==> config.mk <==
export PLATFORM = sky130hd
export DESIGN_NAME = gcdb_isqrt
export DESIGN_NICKNAME = d
export VERILOG_FILES = /design/src/hw/rtl/gcdb_pkg.sv /design/src/hw/rtl/gcdb_isqrt.sv
export SDC_FILE = /design/constraint.sdc
export NUM_CORES = 2
export LEC_CHECK = 0
export BUFFER_PORTS_ARGS = -buffer_cell sky130_fd_sc_hd__buf_2
export CAP_MARGIN = 20
export CORE_ASPECT_RATIO = 1.25
export CORE_UTILIZATION = 58
export CTS_CLUSTER_DIAMETER = 150
export DETAILED_ROUTE_END_ITERATION = 12
export HOLD_SLACK_MARGIN = 0.05
export PLACE_DENSITY_LB_ADDON = 0.08
export SYNTH_ARGS = -nofsm -noshare
export SYNTH_HDL_FRONTEND = slang
export SYNTH_SLANG_ARGS = --single-unit
==> constraint.sdc <==
create_clock -name clk -period 4.3 [get_ports clk]
set_input_delay 0.43 -clock clk [delete_from_list [all_inputs] [get_ports clk]]
set_output_delay 0.43 -clock clk [all_outputs]
set_load 0.02 [all_outputs]
==> src/hw/rtl/gcdb_pkg.sv <==
`default_nettype none
// ----------------------------------------------------------------------------
// gcdb_pkg
// Shared constants, types and arctangent table of the great-circle distance
// and bearing pipeline.
// ----------------------------------------------------------------------------
package gcdb_pkg;

  // angle format of the ports: radians, signed, this many fraction bits
  localparam int ANGLE_FRAC_BITS = 29;
  localparam int ANGLE_W         = 32;
  localparam int DIFF_W          = ANGLE_W + 1;

  // binary angle, 2^32 units per turn
  localparam int TURN_W = 32;
  localparam logic [29:0] INV_2PI_Q32 = 30'd683565276;

  localparam int CORDIC_N = 30;
  localparam int FRAC_Q   = 30;
  localparam int TRIG_W   = 34;
  localparam int SC_Z_W   = TURN_W + 1;
  localparam logic signed [TRIG_W-1:0] INV_K_Q30 = 34'sd652032874;

  localparam int Q_W = FRAC_Q + 1;
  localparam logic [Q_W-1:0] ONE_Q30 = Q_W'(1) << FRAC_Q;

  localparam int SQRT_IN_W  = 2 * FRAC_Q + 1;
  localparam int SQRT_STEPS = (SQRT_IN_W + 1) / 2;
  localparam int SQRT_OUT_W = FRAC_Q + 1;

  localparam int ATAN_W     = 34;
  localparam int ATAN_IW    = 44;
  localparam int ATAN_Z_W   = 34;
  localparam int NORM_BIT   = 40;
  localparam int NORM_STEPS = 3;
  localparam int ATAN_LAT   = 1 + NORM_STEPS + CORDIC_N;

  localparam int TURNS_LAT = 3;
  localparam int SC_LAT    = CORDIC_N + 2;

  localparam int DIST_W = 31;
  localparam int BEAR_W = 16;
  localparam logic [31:0]       CIRC_CM       = 32'd4003017359;
  localparam logic [DIST_W-1:0] DIST_MAX      = 31'd2001508680;
  localparam logic [BEAR_W-1:0] FULL_CENTIDEG = 16'd36000;
  localparam logic [BEAR_W-1:0] BEAR_OFFSET   = 16'd9000;

  localparam int IN_W  = 2 * ANGLE_W;
  localparam int OUT_W = ((DIST_W + BEAR_W + 7) / 8) * 8;

  // input register, angle conversion, sin/cos, three product stages,
  // square root, arctangent and three scaling stages
  localparam int LATENCY  = 1 + TURNS_LAT + SC_LAT + 3 + SQRT_STEPS + ATAN_LAT + 3;
  localparam int BEAR_DLY = SQRT_STEPS + 1;

  localparam int CFG_IDX_W = 8;
  localparam logic [CFG_IDX_W-1:0] REG_DEST_LAT = 8'd0;
  localparam logic [CFG_IDX_W-1:0] REG_DEST_LON = 8'd1;

  typedef enum logic [1:0] {QUAD_0, QUAD_1, QUAD_2, QUAD_3} quad_t;

  localparam logic [TURN_W-1:0] ATAN_TURNS [CORDIC_N] = '{
    32'h20000000, 32'h12E4051E, 32'h09FB385B, 32'h051111D4, 32'h028B0D43,
    32'h0145D7E1, 32'h00A2F61E, 32'h00517C55, 32'h0028BE53, 32'h00145F2F,
    32'h000A2F98, 32'h000517CC, 32'h00028BE6, 32'h000145F3, 32'h0000A2FA,
    32'h0000517D, 32'h000028BE, 32'h0000145F, 32'h00000A30, 32'h00000518,
    32'h0000028C, 32'h00000146, 32'h000000A3, 32'h00000051, 32'h00000029,
    32'h00000014, 32'h0000000A, 32'h00000005, 32'h00000003, 32'h00000001
  };

endpackage
`default_nettype wire

==> src/hw/rtl/gcdb_isqrt.sv <==
`default_nettype none
// ----------------------------------------------------------------------------
// gcdb_isqrt
// Floor square root, restoring digit-by-digit method, one result bit per
// register stage.
// ----------------------------------------------------------------------------
module gcdb_isqrt import gcdb_pkg::*; (
  input  logic                  clk,
  input  logic                  en,
  input  logic [SQRT_IN_W-1:0]  val,
  output logic [SQRT_OUT_W-1:0] root
);

  localparam int RES_W = SQRT_IN_W + 1;

  logic [SQRT_IN_W-1:0] v_r   [0:SQRT_STEPS-1];
  logic [RES_W-1:0]     res_r [0:SQRT_STEPS-1];

  for (genvar k = 0; k < SQRT_STEPS; k++) begin : g_step
    localparam logic [RES_W-1:0] BIT = RES_W'(1) << (SQRT_IN_W - 1 - 2 * k);
    logic [SQRT_IN_W-1:0] cur_v;
    logic [RES_W-1:0]     cur_res, trial;
    if (k == 0) begin : g_first
      assign cur_v   = val;
      assign cur_res = '0;
    end else begin : g_rest
      assign cur_v   = v_r[k-1];
      assign cur_res = res_r[k-1];
    end
    assign trial = cur_res + BIT;
    always_ff @(posedge clk) begin
      if (en) begin
        if ({1'b0, cur_v} >= trial) begin
          v_r[k]   <= SQRT_IN_W'({1'b0, cur_v} - trial);
          res_r[k] <= (cur_res >> 1) + BIT;
        end else begin
          v_r[k]   <= cur_v;
          res_r[k] <= cur_res >> 1;
        end
      end
    end
  end

  assign root = res_r[SQRT_STEPS-1][SQRT_OUT_W-1:0];

endmodule
`default_nettype wire

After elaboration in Yosys (flattened, before gate mapping). Memories as Yosys holds them, arrays and structs flattened. Index checks and enable logic that the tools add are counted.

Bits in registers: 0. RAM bits: 3813. Input port bits: 63. Output and inout bits: 31. Word-level logic and storage cells: 434. Memories kept: 2.

Add/sub/neg operators: 91. Magnitude comparators: 31. Mux-type cells: 248. Bitwise logic cells: 62.

Memories: res_r (words 31, bits a word 62, rd ports 31, clocked after Yosys merged registers in 0, wr ports 31, line gcdb_isqrt.sv:17) `logic [RES_W-1:0] res_r [0:SQRT_STEPS-1];`; v_r (words 31, bits a word 61, rd ports 30, clocked after Yosys merged registers in 0, wr ports 31, line gcdb_isqrt.sv:16) `logic [SQRT_IN_W-1:0] v_r [0:SQRT_STEPS-1];`.

Operators with widths (number): 62-bit 2-to-1 mux (31); 61-bit 2-to-1 mux (31); 61-bit by 62-bit >= comparator with 1-bit output (30); 61-bit subtractor (30); 1-bit 2-to-1 mux (186); 61-bit by 1-bit adder with 62-bit output, second input constant (1); 61-bit by 11-bit adder with 62-bit output, second input constant (1); 61-bit by 13-bit adder with 62-bit output, second input constant (1); 61-bit by 15-bit adder with 62-bit output, second input constant (1); 61-bit by 17-bit adder with 62-bit output, second input constant (1); 61-bit by 19-bit adder with 62-bit output, second input constant (1); 61-bit by 21-bit adder with 62-bit output, second input constant (1); 61-bit by 23-bit adder with 62-bit output, second input constant (1); 61-bit by 25-bit adder with 62-bit output, second input constant (1); 61-bit by 27-bit adder with 62-bit output, second input constant (1); 61-bit by 29-bit adder with 62-bit output, second input constant (1); 61-bit by 3-bit adder with 62-bit output, second input constant (1); 61-bit by 31-bit adder with 62-bit output, second input constant (1); 61-bit by 33-bit adder with 62-bit output, second input constant (1); 61-bit by 35-bit adder with 62-bit output, second input constant (1); 61-bit by 37-bit adder with 62-bit output, second input constant (1); 61-bit by 39-bit adder with 62-bit output, second input constant (1); 61-bit by 41-bit adder with 62-bit output, second input constant (1); 61-bit by 43-bit adder with 62-bit output, second input constant (1); 44 further kinds (105).

Logic depth before layout (Yosys ltp). An unclocked memory read counts as a cell.

Depth after elaboration: 7. Gate-level depth with buffers: 14. Mapped depth without buffers: 12.

Least setup slack after synthesis. No wires, ideal clock.

Path kind: input to register. Start point: input en. End point: memory res_r[1][628] (netlist bit), enable pin. Setup time: 0.478 ns. Arrival: 3.680 ns. Data required time: 3.822 ns. Slack: 0.142 ns. Stages on the path: 4. Buffers on the path: 4. Cells stage by stage: clkbuf_1 clkbuf_1 clkbuf_1 clkbuf_1.

RTL lines: start, declared (line gcdb_isqrt.sv:9) `input logic en,`; end, declared (line gcdb_isqrt.sv:17).

==> impl_metrics.yaml <==
outcome:
  run_status: "finished, violations left"
  violations: "design-rule violations"
finish:
  layout-area-overhead-vs-synth_pct: 10.8
  final_common_cell: "edfxtp_1"
  layout.filler_cells: 14400
  drive_above_1_share_pct: 8.05
  mostFrequentLayoutCells: "2,326 x edfxtp_1, 640 x nand2_1, 621 x inv_1"
  fin_nets: 9968
worst_setup_path:
  worstPathArrival_ns: 4.71
  critical_path.reg2reg.endpoint: "v_r[1][826]"
  timing.critical_path.fanout_max: 10
  setup.worst_path.start_class: "flip-flop"
  setup.worst_path.start: "v_r[1][759]"
  critPathKind: "reg -> reg"
  r2r-start: "v_r[1][759]"
  rrSetupSlack_ns: 0.19
  ff2ff_path_depth: 10
  end_kind: "flip-flop"
  required_ns: 4.90
yosys:
  synth_async_sr_flop_share_pct: 0
  synth_enable_flop_cells: 2326
  synth_top_area_share_pct: 61.8
  ys_dominant_reg_cell: "edfxtp_1"
  synth.cell_area_um2: 113000
  syn_avg_cell_area_um2: 12.4
  synth.distinct_cells: 99
  synth_warnings: 0
  synth_largest_area_cell: "edfxtp_1"
  yosysSeqAreaShare_pct: 61.8
  synth_top_cells_by_area: "edfxtp_1 62%, ha_1 5.8%, xnor2_1 3.3%, xor2_1 3.0%, a21oi_1 2.2%"
  synth_nets: 9679
  synth-seq-cells: 2326
  synth_cells: 9092
floorplan:
  placeableCoreArea_um2: 193000
  io-pin-count: 94
  dieWidth_um: 397
  floorplan.rows: 180
  initial_core_utilization_pct: 58.5
  fp.dieH_um: 495
  fp.dieArea_um2: 197000
sta:
  worst-slew-pin-transition_ns: 1.14
  fin_crit_sh_pct: 95.6
  max_clock_freq_ghz: 0.243
  finalSetupTns_ns: 0
  final_hold_viol_count: 0
  final_critical_delay_including_setup_and_external_delays_ns: 4.11
  setup_viol: 0
  worst_slack_ns: 0.189
  final-max-slew-violation-count: 0
  rsz0062_at_grt: "false"
  clock_skew_ns: 0.0566
  slew-limit-headroom_pct: 24.0
pwr:
  p_comb_share_pct: 22.0
  clockPowerShare_pct: 30.3
  seq_power_share_pct: 47.7
  switching_power_mw: 20.4
  cellLeakagePower_nw: 46.6
  power.switching_fraction_pct: 30.8
  power_density_nw_per_um2: 529
  internal_power_mw: 45.8
  peakVddDrop_uv: 470
global_route:
  track_usage_pct: 30.5
  global_route.overflow_total: 0
  antenna_found_initial: 7
  grt_pass1_vias: 73600
  grt_pass1_wl_mm: 450
  grt_start_max_net_pins: 179
clock_tree:
  maximum_number_of_buffers_from_clock_root_to_sink: 3
  clk_transition_reported_paths_ns: 0.06
  tritoncts: "done"
  maximum_level_of_the_cts_h_tree: 4
  ctsRootBufferMaster: "clkbuf_16"
  worstSkewPairLatency_ns: 0.90
  cts_inserted_buffers: 221
  cts_post_setup_buffers_inserted: 0
  cts_num_sinks: 2326
drt:
  dr_total_vias: 74300
  detailedRoute.firstPassIterationCount: 12
  avgRoutedWirePerCell_um: 24.8
  drt_iter0_drc: 6987
  detail_route.drc_violations: 2
  avgViaCountPerCell: 6.13
  route.final.wire_length_mm: 301
  postRouteAntennaNets: 0
placed_design:
  globalplace.congestion: 0.969
  dp_hpwl_mm: 230
  pre_cts_slack_ns: 0.279
  io_buffers: 93
min_path:
  min_delay_path_depth: 2
  hold_path_end: "v_r[0][7]"
  min_path_type: "in -> reg"
  hp-start: "val[7]"
flow_run:
  max-cap-violations: 0
-- metrics by stage --
step	std cells	power, mW	utilization (%)	hold WS (ns)	cell area (µm²)
after floorplan	9092	41.1	-	0.417	113000
after global placement	11600	46.2	60.6	0.425	117000
after detailed placement	11600	46.3	60.6	0.429	117000
after CTS	12100	66.4	64.8	0.171	125000
after global routing	12100	69.0	64.8	0.210	125000
final	12100	66.2	64.8	0.240	125000
-- cells by family after synthesis --
logic type / synth area share (%)
muxes: 0.932
DFF: 61.8
AOI/OAI and AO/OA: 9.34
adders and majority gates: 5.81
buffers and inverters: 2.85
and+or+nand+nor: 13.0
xor gates and xnor gates: 6.23
-- critical path, cell delays in order (launching register included) --
cell	delay [ns]
edfxtp_1	0.47
ha_1	0.48
nand4_1	0.25
or4_1	0.57
or3_1	0.41
nor3_1	0.29
a41oi_1	0.18
o311a_2	0.22
nor4_1	0.57
o31ai_1	0.25
xnor2_1	0.18
-- per-layer routing --
layer  track usage [%]  wire length [µm]
met1              34.8            112000
met2              57.1            162000
met3              3.68             13900
met4              13.2             13700
met5                 0                20
-- flip-flops by register name (all words and copies together), names as in the netlist --
register  count
res_r       496
v_r        1830
-- synth_stat cells (all sizes together), types with 30 or more instances --
| master | count |
|---|---|
| clkbuf | 194 |
| nor2b | 74 |
| o211ai | 32 |
| o21bai | 43 |
| and2 | 30 |
| or4 | 63 |
| or2 | 46 |
| o21a | 103 |
| and3 | 49 |
| xnor2 | 421 |
| a21o | 201 |
| nor4b | 57 |
| nor2 | 541 |
| edfxtp | 2326 |
| mux2 | 81 |
| nand4b | 32 |
| nor3 | 248 |
| nand3 | 181 |
| ha | 523 |
| o31ai | 38 |
| a21oi | 486 |
| o21ai | 482 |
| nand4 | 153 |
| nor4 | 368 |
| nand2 | 640 |
| xor2 | 382 |
| a31oi | 41 |
| buf | 32 |
| nand3b | 35 |
| a211oi | 35 |
| inv | 623 |
| or3 | 110 |
| nand2b | 94 |
-- cell type report --
| class | count | area, µm² | share of cell area [%] |
|---|---|---|---|
| flip-flops and latches | 2326 | 69800 | 55.8 |
| multi-input cells | 5916 | 39900 | 31.9 |
| clock buffers | 248 | 5630 | 4.50 |
| well taps | 2548 | 3190 | 2.55 |
| inverters | 624 | 2340 | 1.87 |
| repair buffers | 292 | 2270 | 1.82 |
| clock inverters | 166 | 1930 | 1.54 |
| diodes | 4 | 10.0 | 0.00800 |
-- worst max-delay path by stage --
stage	endpoint	slack (ns)	cells after the start
finish	v_r[1][826]	0.19	10
global route	v_r[1][826]	0.03	10
CTS	v_r[1][659]	0.22	10
detailed placement	v_r[1][826]	0.28	10
global placement	v_r[1][659]	0.20	10
floorplan	res_r[1][628]	0.14	4
-- timing repair --
item | 4_1_cts | 5_1_grt
resized for setup | 0 | 1
hold buffers | 62 | 0
setup endpoints to repair | 0 | 2
endpoints found under the hold margin | 78 | 0
-- power by group through the flow --
stage / Clock, mW / Sequential (mW) / Combinational [mW]
6_report: 20.1 / 31.6 / 14.6
5_1_grt: 21.2 / 31.8 / 16.0
4_1_cts: 20.4 / 31.6 / 14.5
3_5_place_dp: 0 / 32.0 / 14.3
3_3_place_gp: 0 / 32.0 / 14.2
2_1_floorplan: 0 / 30.5 / 10.6
Note: power is estimated with default switching activity, not from simulation.
