### src/hw/rtl/gcdb_pkg.sv
`default_nettype none
// ----------------------------------------------------------------------------
// gcdb_pkg
// Shared constants, types and arctangent table of the great-circle distance
// and bearing pipeline.
// ----------------------------------------------------------------------------
package gcdb_pkg;

  // angle format of the ports: radians, signed, this many fraction bits
  localparam int ANGLE_FRAC_BITS = 29;
  localparam int ANGLE_W         = 32;
  localparam int DIFF_W          = ANGLE_W + 1;

  // binary angle, 2^32 units per turn
  localparam int TURN_W = 32;
  localparam logic [29:0] INV_2PI_Q32 = 30'd683565276;

  localparam int CORDIC_N = 30;
  localparam int FRAC_Q   = 30;
  localparam int TRIG_W   = 34;
  localparam int SC_Z_W   = TURN_W + 1;
  localparam logic signed [TRIG_W-1:0] INV_K_Q30 = 34'sd652032874;

  localparam int Q_W = FRAC_Q + 1;
  localparam logic [Q_W-1:0] ONE_Q30 = Q_W'(1) << FRAC_Q;

  localparam int SQRT_IN_W  = 2 * FRAC_Q + 1;
  localparam int SQRT_STEPS = (SQRT_IN_W + 1) / 2;
  localparam int SQRT_OUT_W = FRAC_Q + 1;

  localparam int ATAN_W     = 34;
  localparam int ATAN_IW    = 44;
  localparam int ATAN_Z_W   = 34;
  localparam int NORM_BIT   = 40;
  localparam int NORM_STEPS = 3;
  localparam int ATAN_LAT   = 1 + NORM_STEPS + CORDIC_N;

  localparam int TURNS_LAT = 3;
  localparam int SC_LAT    = CORDIC_N + 2;

  localparam int DIST_W = 31;
  localparam int BEAR_W = 16;
  localparam logic [31:0]       CIRC_CM       = 32'd4003017359;
  localparam logic [DIST_W-1:0] DIST_MAX      = 31'd2001508680;
  localparam logic [BEAR_W-1:0] FULL_CENTIDEG = 16'd36000;
  localparam logic [BEAR_W-1:0] BEAR_OFFSET   = 16'd9000;

  localparam int IN_W  = 2 * ANGLE_W;
  localparam int OUT_W = ((DIST_W + BEAR_W + 7) / 8) * 8;

  // input register, angle conversion, sin/cos, three product stages,
  // square root, arctangent and three scaling stages
  localparam int LATENCY  = 1 + TURNS_LAT + SC_LAT + 3 + SQRT_STEPS + ATAN_LAT + 3;
  localparam int BEAR_DLY = SQRT_STEPS + 1;

  localparam int CFG_IDX_W = 8;
  localparam logic [CFG_IDX_W-1:0] REG_DEST_LAT = 8'd0;
  localparam logic [CFG_IDX_W-1:0] REG_DEST_LON = 8'd1;

  typedef enum logic [1:0] {QUAD_0, QUAD_1, QUAD_2, QUAD_3} quad_t;

  localparam logic [TURN_W-1:0] ATAN_TURNS [CORDIC_N] = '{
    32'h20000000, 32'h12E4051E, 32'h09FB385B, 32'h051111D4, 32'h028B0D43,
    32'h0145D7E1, 32'h00A2F61E, 32'h00517C55, 32'h0028BE53, 32'h00145F2F,
    32'h000A2F98, 32'h000517CC, 32'h00028BE6, 32'h000145F3, 32'h0000A2FA,
    32'h0000517D, 32'h000028BE, 32'h0000145F, 32'h00000A30, 32'h00000518,
    32'h0000028C, 32'h00000146, 32'h000000A3, 32'h00000051, 32'h00000029,
    32'h00000014, 32'h0000000A, 32'h00000005, 32'h00000003, 32'h00000001
  };

endpackage
`default_nettype wire

### src/hw/rtl/gcdb_turns.sv
`default_nettype none
// ----------------------------------------------------------------------------
// gcdb_turns
// Radians to binary angle: magnitude, multiply by 2^32/(2*pi) (halved when half is set), round half away
// from zero, restore sign. Three register stages.
// ----------------------------------------------------------------------------
module gcdb_turns import gcdb_pkg::*; (
  input  logic                     clk,
  input  logic                     en,
  input  logic                     half,
  input  logic signed [DIFF_W-1:0] val,
  output logic [TURN_W-1:0]        turn
);

  localparam int PROD_W = DIFF_W + 30;

  logic [DIFF_W-1:0] mag_r;
  logic              neg_r, half_r, neg2_r, half2_r;
  logic [PROD_W-1:0] prod_r;
  logic [TURN_W-1:0] turn_r;
  logic [PROD_W:0]   rnd, shifted;
  logic [TURN_W-1:0] turn_nxt;

  always_comb begin
    if (half2_r) begin
      rnd     = {1'b0, prod_r} + ((PROD_W + 1)'(1) << ANGLE_FRAC_BITS);
      shifted = rnd >> (ANGLE_FRAC_BITS + 1);
    end else begin
      rnd     = {1'b0, prod_r} + ((PROD_W + 1)'(1) << (ANGLE_FRAC_BITS - 1));
      shifted = rnd >> ANGLE_FRAC_BITS;
    end
    turn_nxt = neg2_r ? TURN_W'(-shifted[TURN_W-1:0]) : shifted[TURN_W-1:0];
  end

  always_ff @(posedge clk) begin
    if (en) begin
      mag_r   <= val[DIFF_W-1] ? DIFF_W'(-val) : DIFF_W'(val);
      neg_r   <= val[DIFF_W-1];
      half_r  <= half;
      prod_r  <= PROD_W'(mag_r) * PROD_W'(INV_2PI_Q32);
      neg2_r  <= neg_r;
      half2_r <= half_r;
      turn_r  <= turn_nxt;
    end
  end

  assign turn = turn_r;

endmodule
`default_nettype wire

### config.mk
export PLATFORM = sky130hd
export DESIGN_NAME = gcdb_turns
export DESIGN_NICKNAME = d
export VERILOG_FILES = /design/src/hw/rtl/gcdb_pkg.sv /design/src/hw/rtl/gcdb_turns.sv
export SDC_FILE = /design/constraint.sdc
export NUM_CORES = 1
export LEC_CHECK = 0
export ABC_AREA = 1
export BUFFER_PORTS_ARGS = -buffer_cell sky130_fd_sc_hd__buf_2
export CELL_PAD_IN_SITES_DETAIL_PLACEMENT = 1
export CELL_PAD_IN_SITES_GLOBAL_PLACEMENT = 1
export CORE_UTILIZATION = 46
export CTS_BUF_LIST = sky130_fd_sc_hd__clkbuf_4 sky130_fd_sc_hd__clkbuf_8
export CTS_CLUSTER_DIAMETER = 120
export DETAILED_ROUTE_END_ITERATION = 10
export GPL_ROUTABILITY_DRIVEN = 0
export PLACE_DENSITY = 0.92
export SLEW_MARGIN = 20
export SYNTH_ARGS = -nofsm -noshare
export SYNTH_HDL_FRONTEND = slang
export SYNTH_SLANG_ARGS = --single-unit
### constraint.sdc
create_clock -name clk -period 5.3 [get_ports clk]
set_input_delay 1.06 -clock clk [delete_from_list [all_inputs] [get_ports clk]]
set_output_delay 1.06 -clock clk [all_outputs]
set_load 0.02 [all_outputs]
==> results.toml, run 1 <==
[outcome]
status = "stopped before the end"
haltStage = "global routing"
stop_error = "[ERROR GRT-0116] Global routing finished with congestion. Check the congestion regions in the DRC Viewer."

[global_routing]
grt_max_degree = 64
grt.overflow.total = 186
grt_pass1_vias = 32500
grt_pass1_wl_um = 253000
grtUsageTotal = 0.685

[synthesis]
ys_ff_latch = 103
ys_seq_area_frac = 0.129
yosysMostFrequentCell = "inv_1"
yosysTopAreaCell = "fa_1"
synth_top_area_frac = 0.312
synth_fp_nets = 3668
ys_warn_count = 0
synth_commonest_cells = "inv_1, nand2_1, fa_1"
avgSynthCellArea_um2 = 8.23
yosys.cell_types.count = 42
synth_edf_count = 103
synth_area_leaders = "fa_1, ha_1, inv_1"
synth_ff_type = "edfxtp_1"
synth_area_um2 = 24100
async_flop_share = 0
syn_inst = 2923

[clock_network]
cts_buffers = 9
root_buffer = "clkbuf_8"
cts-htree-levels = 3
clock_path_buffers = 2
ctsHoldBuffers = 0
clkSinkCount = 103

[die]
pin_count = 68
core.rowCount = 83
die_w_um = 231
floorplan.initialDensity = 0.467
fp.dieH_um = 231

[place]
port_buffers = 67
dp_hpwl_um = 92600
placed_cell_area_um2 = 28100
stage by stage:
| step | setup TNS [ns] | instances | setup WS (ns) |
|---|---|---|---|
| 2_1_floorplan | -6.97 | 2923 | -0.346 |
| 3_3_place_gp | -19.57 | 4014 | -0.987 |
| 3_5_place_dp | -40.62 | 4014 | -1.67 |
| 4_1_cts | -37.58 | 4077 | -1.39 |
logic make-up after synthesis:
group | share of synthesized area
AND/OR/NAND/NOR | 0.168
adder cells (fa/ha/maj) | 0.486
flip-flops | 0.129
buffers and inverters | 0.139
multiplexers | 0.000416
AO/OA/AOI/OAI | 0.0497
XOR/XNOR | 0.0295
per-layer routing:
metal / overflow / GRT usage
met1: 3 / 0.654
met2: 98 / 0.848
met3: 1 / 0.550
met4: 84 / 0.722
met5: 0 / 0.278
repair_timing:
action | in CTS
setup endpoints to repair | 34
gates resized for setup | 262
pin swaps | 75
setup buffers | 48
==> inputs of run 2 (changes only) <==
Settings changed: CELL_PAD_IN_SITES_DETAIL_PLACEMENT 1 to unset, CELL_PAD_IN_SITES_GLOBAL_PLACEMENT 1 to unset, CORE_UTILIZATION 46 to 40, CTS_BUF_LIST sky130_fd_sc_hd__clkbuf_4 sky130_fd_sc_hd__clkbuf_8 to unset, CTS_CLUSTER_DIAMETER 120 to unset, PLACE_DENSITY 0.92 to unset, PLACE_DENSITY_LB_ADDON set to 0.15.
Clock period 5.3 ns to 6.9 ns, I/O delays scaled along.
==> results.toml, run 2 <==
[global_routing]
grt_pass1_vias = 19800
antenna_found_initial = 0
grt.overflow.total = 0
grtUsageTotal = 0.232
grt_max_degree = 55
grt_pass1_wl_um = 108000

[critical_path]
criticalPathCategory = "register to register"
worstPathMaxFanout = 5
crit_required_ns = 7.04
startpoint_type = "register"
arrival_ns = 6.82
ff2ff_path_depth = 23
endpoint_kind = "register"
reg2reg_setup_slack_ns = 0.22

[final_layout]
largest_register_ffs = 34
layout_commonest_cell = "inv_1"
syn2layout_area_growth_pct = 7.80
drive_gt1_frac = 0.0723
insertedDiodeCount = 0
finalNonFillerCells = 3802
layout_common_cells = "inv_1, nand2_1, fa_1"
registers.top_by_ff_count = "prod_r"
stdcell_area_um2 = 25900
fin_nets = 3769

[timing]
fin_worst_skew_ns = 0.0210
worst_slew_pin_slew_ns = 1.07
max_freq_mhz = 150
layout_min_cycle_time_ns = 6.68
slew_violations = 0
tns_ns = 0
slew_headroom = 0.284
finalSetupViolCount = 0
period_share = 0.969
hold_viol_final = 0

[clock_network]
clock_path_buffers = 2
cts_buffers = 9
ctsHoldBuffers = 0
cts-htree-levels = 3
clkSinkCount = 103
root_buffer = "clkbuf_16"
clk_pin_slew_worst_paths_ns = 0.08
cts_tree = "built"
clock_latency_ns = 0.41

[die]
die-area_um2 = 61200
die_w_um = 247
pin_count = 68
fp.dieH_um = 247
core_um2 = 59200
core.rowCount = 89
floorplan.initialDensity = 0.406

[synthesis]
yosys.cell_types.count = 42
synth_ff_type = "edfxtp_1"
async_flop_share = 0
yosysTopAreaCell = "fa_1"
synth_edf_count = 103
ys_ff_latch = 103
synth_commonest_cells = "inv_1, nand2_1, fa_1"
synth_fp_nets = 3668
ys_warn_count = 0
ys_seq_area_frac = 0.129
yosysMostFrequentCell = "inv_1"
synth_area_um2 = 24100
synth_top_area_frac = 0.312
synth_area_leaders = "fa_1, ha_1, inv_1"
syn_inst = 2923
avgSynthCellArea_um2 = 8.23

[drt]
wl_per_cell_um = 17.5
drc = 14
ant_nets = 0
drt_iter0_markers = 1218
wirelength_um = 66700
viasPerCell = 4.84
drt_pre_antenna_iters = 10
route.vias.total = 18400

[place]
dp_cells = 3760
placed_cell_area_um2 = 25400
port_buffers = 67
dp_hpwl_um = 60100

[min_path]
hold_path.class = "register to register"
hold_depth = 0

[outcome]
violations = "DRC"
status = "finished with violations"

[flow_run]
drv_cap = 0
-- run 2: cell counts after synthesis --
Identical to the previous run, type by type.
-- run 2: area by class of cell --
cell class,instances,area (um^2)
Clock inverter,7,129
Inverter,860,3250
Sequential cell,103,3090
Clock buffer,9,225
Fill cell,6022,33300
Timing Repair Buffer,105,623
Tap cell,773,967
Multi-Input combinational cell,1945,17700
-- run 2: final timing paths --
| kind | startpoint | end |
|---|---|---|
| worst max register to register | mag_r[11]$_DFFE_PP_ | prod_r[57]$_DFFE_PP_ |
| worst max-delay path | mag_r[11]$_DFFE_PP_ | prod_r[57]$_DFFE_PP_ |
| worst min register to register | neg_r$_DFFE_PP_ | neg2_r$_DFFE_PP_ |
| worst min-delay path | neg_r$_DFFE_PP_ | neg2_r$_DFFE_PP_ |
-- run 2: through the flow --
| step | utilization | hold slack (ns) | setup slack [ns] |
|---|---|---|---|
| after floorplan | - | 0.400 | 1.01 |
| after global placement | 0.428 | 0.411 | -0.246 |
| after detailed placement | 0.428 | 0.413 | -0.311 |
| after CTS | 0.434 | 0.430 | 0.0287 |
| after global routing | 0.438 | 0.456 | -0.000155 |
| final | 0.438 | 0.432 | 0.216 |
-- run 2: worst max-delay path: stages, from the launching register on --
cell,delay [ns]
edfxtp_1,0.51
clkinvlp_4,0.24
fa_1,0.59
fa_1,0.44
fa_1,0.52
inv_1,0.06
fa_1,0.56
fa_1,0.46
fa_1,0.50
inv_1,0.05
fa_1,0.47
inv_1,0.04
ha_1,0.37
nand2_1,0.12
nor2_1,0.15
inv_1,0.12
nor2_1,0.16
inv_1,0.09
nor3_4,0.25
nand4_1,0.23
nand3_2,0.18
nand2_1,0.09
o211ai_1,0.12
xor2_1,0.09
-- run 2: timing repair --
item,in CTS,in global routing
setup buffers,1,25
endpoints found under the setup margin,4,4
pin swaps,0,2
resized for setup,5,7
-- run 2: cells by family after synthesis --
logic type	Yosys count	share of synthesized area
AOI/OAI and AO/OA	211	0.0497
buffers and inverters	875	0.139
DFF	103	0.129
adders and majority gates	709	0.486
and+or+nand+nor	943	0.168
muxes	1	0.000416
xor gates and xnor gates	81	0.0295
-- run 2: layer usage --
layer,part of all wire,GRT usage
met1,0.45,0.304
met4,0.029,0.0720
met2,0.48,0.404
met5,0,0
met3,0.041,0.0213
Power of run 2 is not shown: default switching activity piles up to over one toggle a cycle in this logic, so the estimate is an artifact.
==> inputs of run 3 (changes only) <==
Settings changed: MAX_ROUTING_LAYER set to met4.
==> results.toml, run 3 (synthesis results as in run 2) <==
[critical_path]
crit_buf_inv = 6
path_common_cell = "fa_1"
slowest_stage = "fa_1"
crit_required_ns = 7.03
path_cells = "clkinvlp_4 > fa_1 > fa_1 > fa_1 > inv_1 > fa_1 > fa_1 > fa_1 > inv_1 > fa_1 > inv_1 > ha_1 > nand2_1 > nor2_1 > inv_1 > nor2_1 > inv_1 > nor3_4 > nand4_1 > nand3_2 > nand2_1 > o211ai_1 > xor2_1"
worstPathMaxFanout = 5
startpoint_type = "register"
criticalPathCategory = "register to register"
arrival_ns = 6.84
max_stage_delay_ns = 0.59
endpoint_kind = "register"
cp.depth = 23
critPathTopFamily = "adder cells"
ff2ff_path_depth = 23

[final_layout]
layout_commonest_cell = "inv_1"
fin_nets = 3769
final_util = 0.438
syn2layout_area_growth_pct = 7.80
nFillCells = 6022
drive_gt1_frac = 0.0723
largest_register_ffs = 34
layout_common_cells = "inv_1, nand2_1, fa_1"
insertedDiodeCount = 0
registers.top_by_ff_count = "prod_r"

[clock_network]
cts_buffers = 9
cts-htree-levels = 3
cts_tree = "built"
root_buffer = "clkbuf_16"
clk_pin_slew_worst_paths_ns = 0.08
clock_path_buffers = 2
clkSinkCount = 103
clock_latency_ns = 0.40

[drt]
viasPerCell = 4.82
drc = 14
drt_pre_antenna_iters = 9
wirelength_um = 66600
route.vias.total = 18300
wl_per_cell_um = 17.5
drt_iter0_markers = 1231
ant_nets = 0

[min_path]
hold_depth = 0
hold_path.class = "register to register"

[timing]
slew_violations = 0
worst_slew_pin_slew_ns = 1.07
slew_headroom = 0.287
finalSetupViolCount = 0
fin_worst_skew_ns = 0.0196
period_share = 0.972
holdWs_ns = 0.432
hold_viol_final = 0
max_freq_mhz = 149
layout_min_cycle_time_ns = 6.71

[global_routing]
grt_pass1_vias = 19800
grt_pass1_wl_um = 108000
grt.overflow.total = 0
antenna_found_initial = 0
grtUsageTotal = 0.239
grt_max_degree = 55

[place]
dp_hpwl_um = 60100
port_buffers = 67

[outcome]
violations = "DRC"
status = "finished with violations"

[die]
die-area_um2 = 61200
pin_count = 68
fp.dieH_um = 247
die_w_um = 247
core_um2 = 59200
floorplan.initialDensity = 0.406
core.rowCount = 89

[flow_run]
drv_cap = 0
==> run 3: cell counts in the layout (fill, tap and decap cells not counted) <==
Identical to the previous run, type by type.
==> run 3: path summary, 6_finish.rpt <==
path | startpoint | to | slack [ns]
max | mag_r[11]$_DFFE_PP_ | prod_r[57]$_DFFE_PP_ | 0.19
min | neg_r$_DFFE_PP_ | neg2_r$_DFFE_PP_ | 0.43
max reg2reg | mag_r[11]$_DFFE_PP_ | prod_r[57]$_DFFE_PP_ | 0.19
min reg2reg | neg_r$_DFFE_PP_ | neg2_r$_DFFE_PP_ | 0.43
==> run 3: area by class of cell <==
class | count | area, um^2 | area share
repair buffers | 105 | 623 | 0.0240
inverters | 860 | 3250 | 0.125
well taps | 773 | 967 | 0.0373
clock inverters | 7 | 129 | 0.00497
clock buffers | 9 | 225 | 0.00868
multi-input cells | 1945 | 17700 | 0.681
flip-flops and latches | 103 | 3090 | 0.119
==> run 3: timing repair <==
action | in CTS | in global routing
setup buffers | 1 | 25
hold buffers | 0 | 0
cloned | 0 | 0
setup endpoints to repair | 4 | 4
pin swaps | 0 | 2
resized for setup | 5 | 7
==> run 3: worst reg2reg max path: cells and delay by family (launching register included) <==
kind / cells / cell delay, ns
AOI/OAI and AO/OA: 1 / 0.12
xor gates and xnor gates: 1 / 0.09
adders and majority gates: 8 / 3.90
buffers and inverters: 6 / 0.60
DFF: 1 / 0.52
and+or+nand+nor: 7 / 1.22
==> run 3: per-stage QoR <==
stage | cells | setup slack [ns] | setup TNS [ns] | area (um^2)
2_1_floorplan | 2923 | 1.01 | 0 | 24100
3_3_place_gp | 3760 | -0.246 | -0.344 | 25400
3_5_place_dp | 3760 | -0.311 | -0.548 | 25400
4_1_cts | 3777 | 0.0287 | 0 | 25700
5_1_grt | 3802 | -0.000149 | -0.000149 | 25900
6_report | 3802 | 0.191 | 0 | 25900
==> run 3: routing by layer <==
metal / vias to the layer above / track usage / share of wire
met5: - / - / 0
met3: 76 / 0.0199 / 0.037
met2: 378 / 0.406 / 0.48
met1: 8898 / 0.305 / 0.45
met4: 0 / 0.0669 / 0.027
li1: 8992 / - / -
Power of run 3 is left out for the same reason.
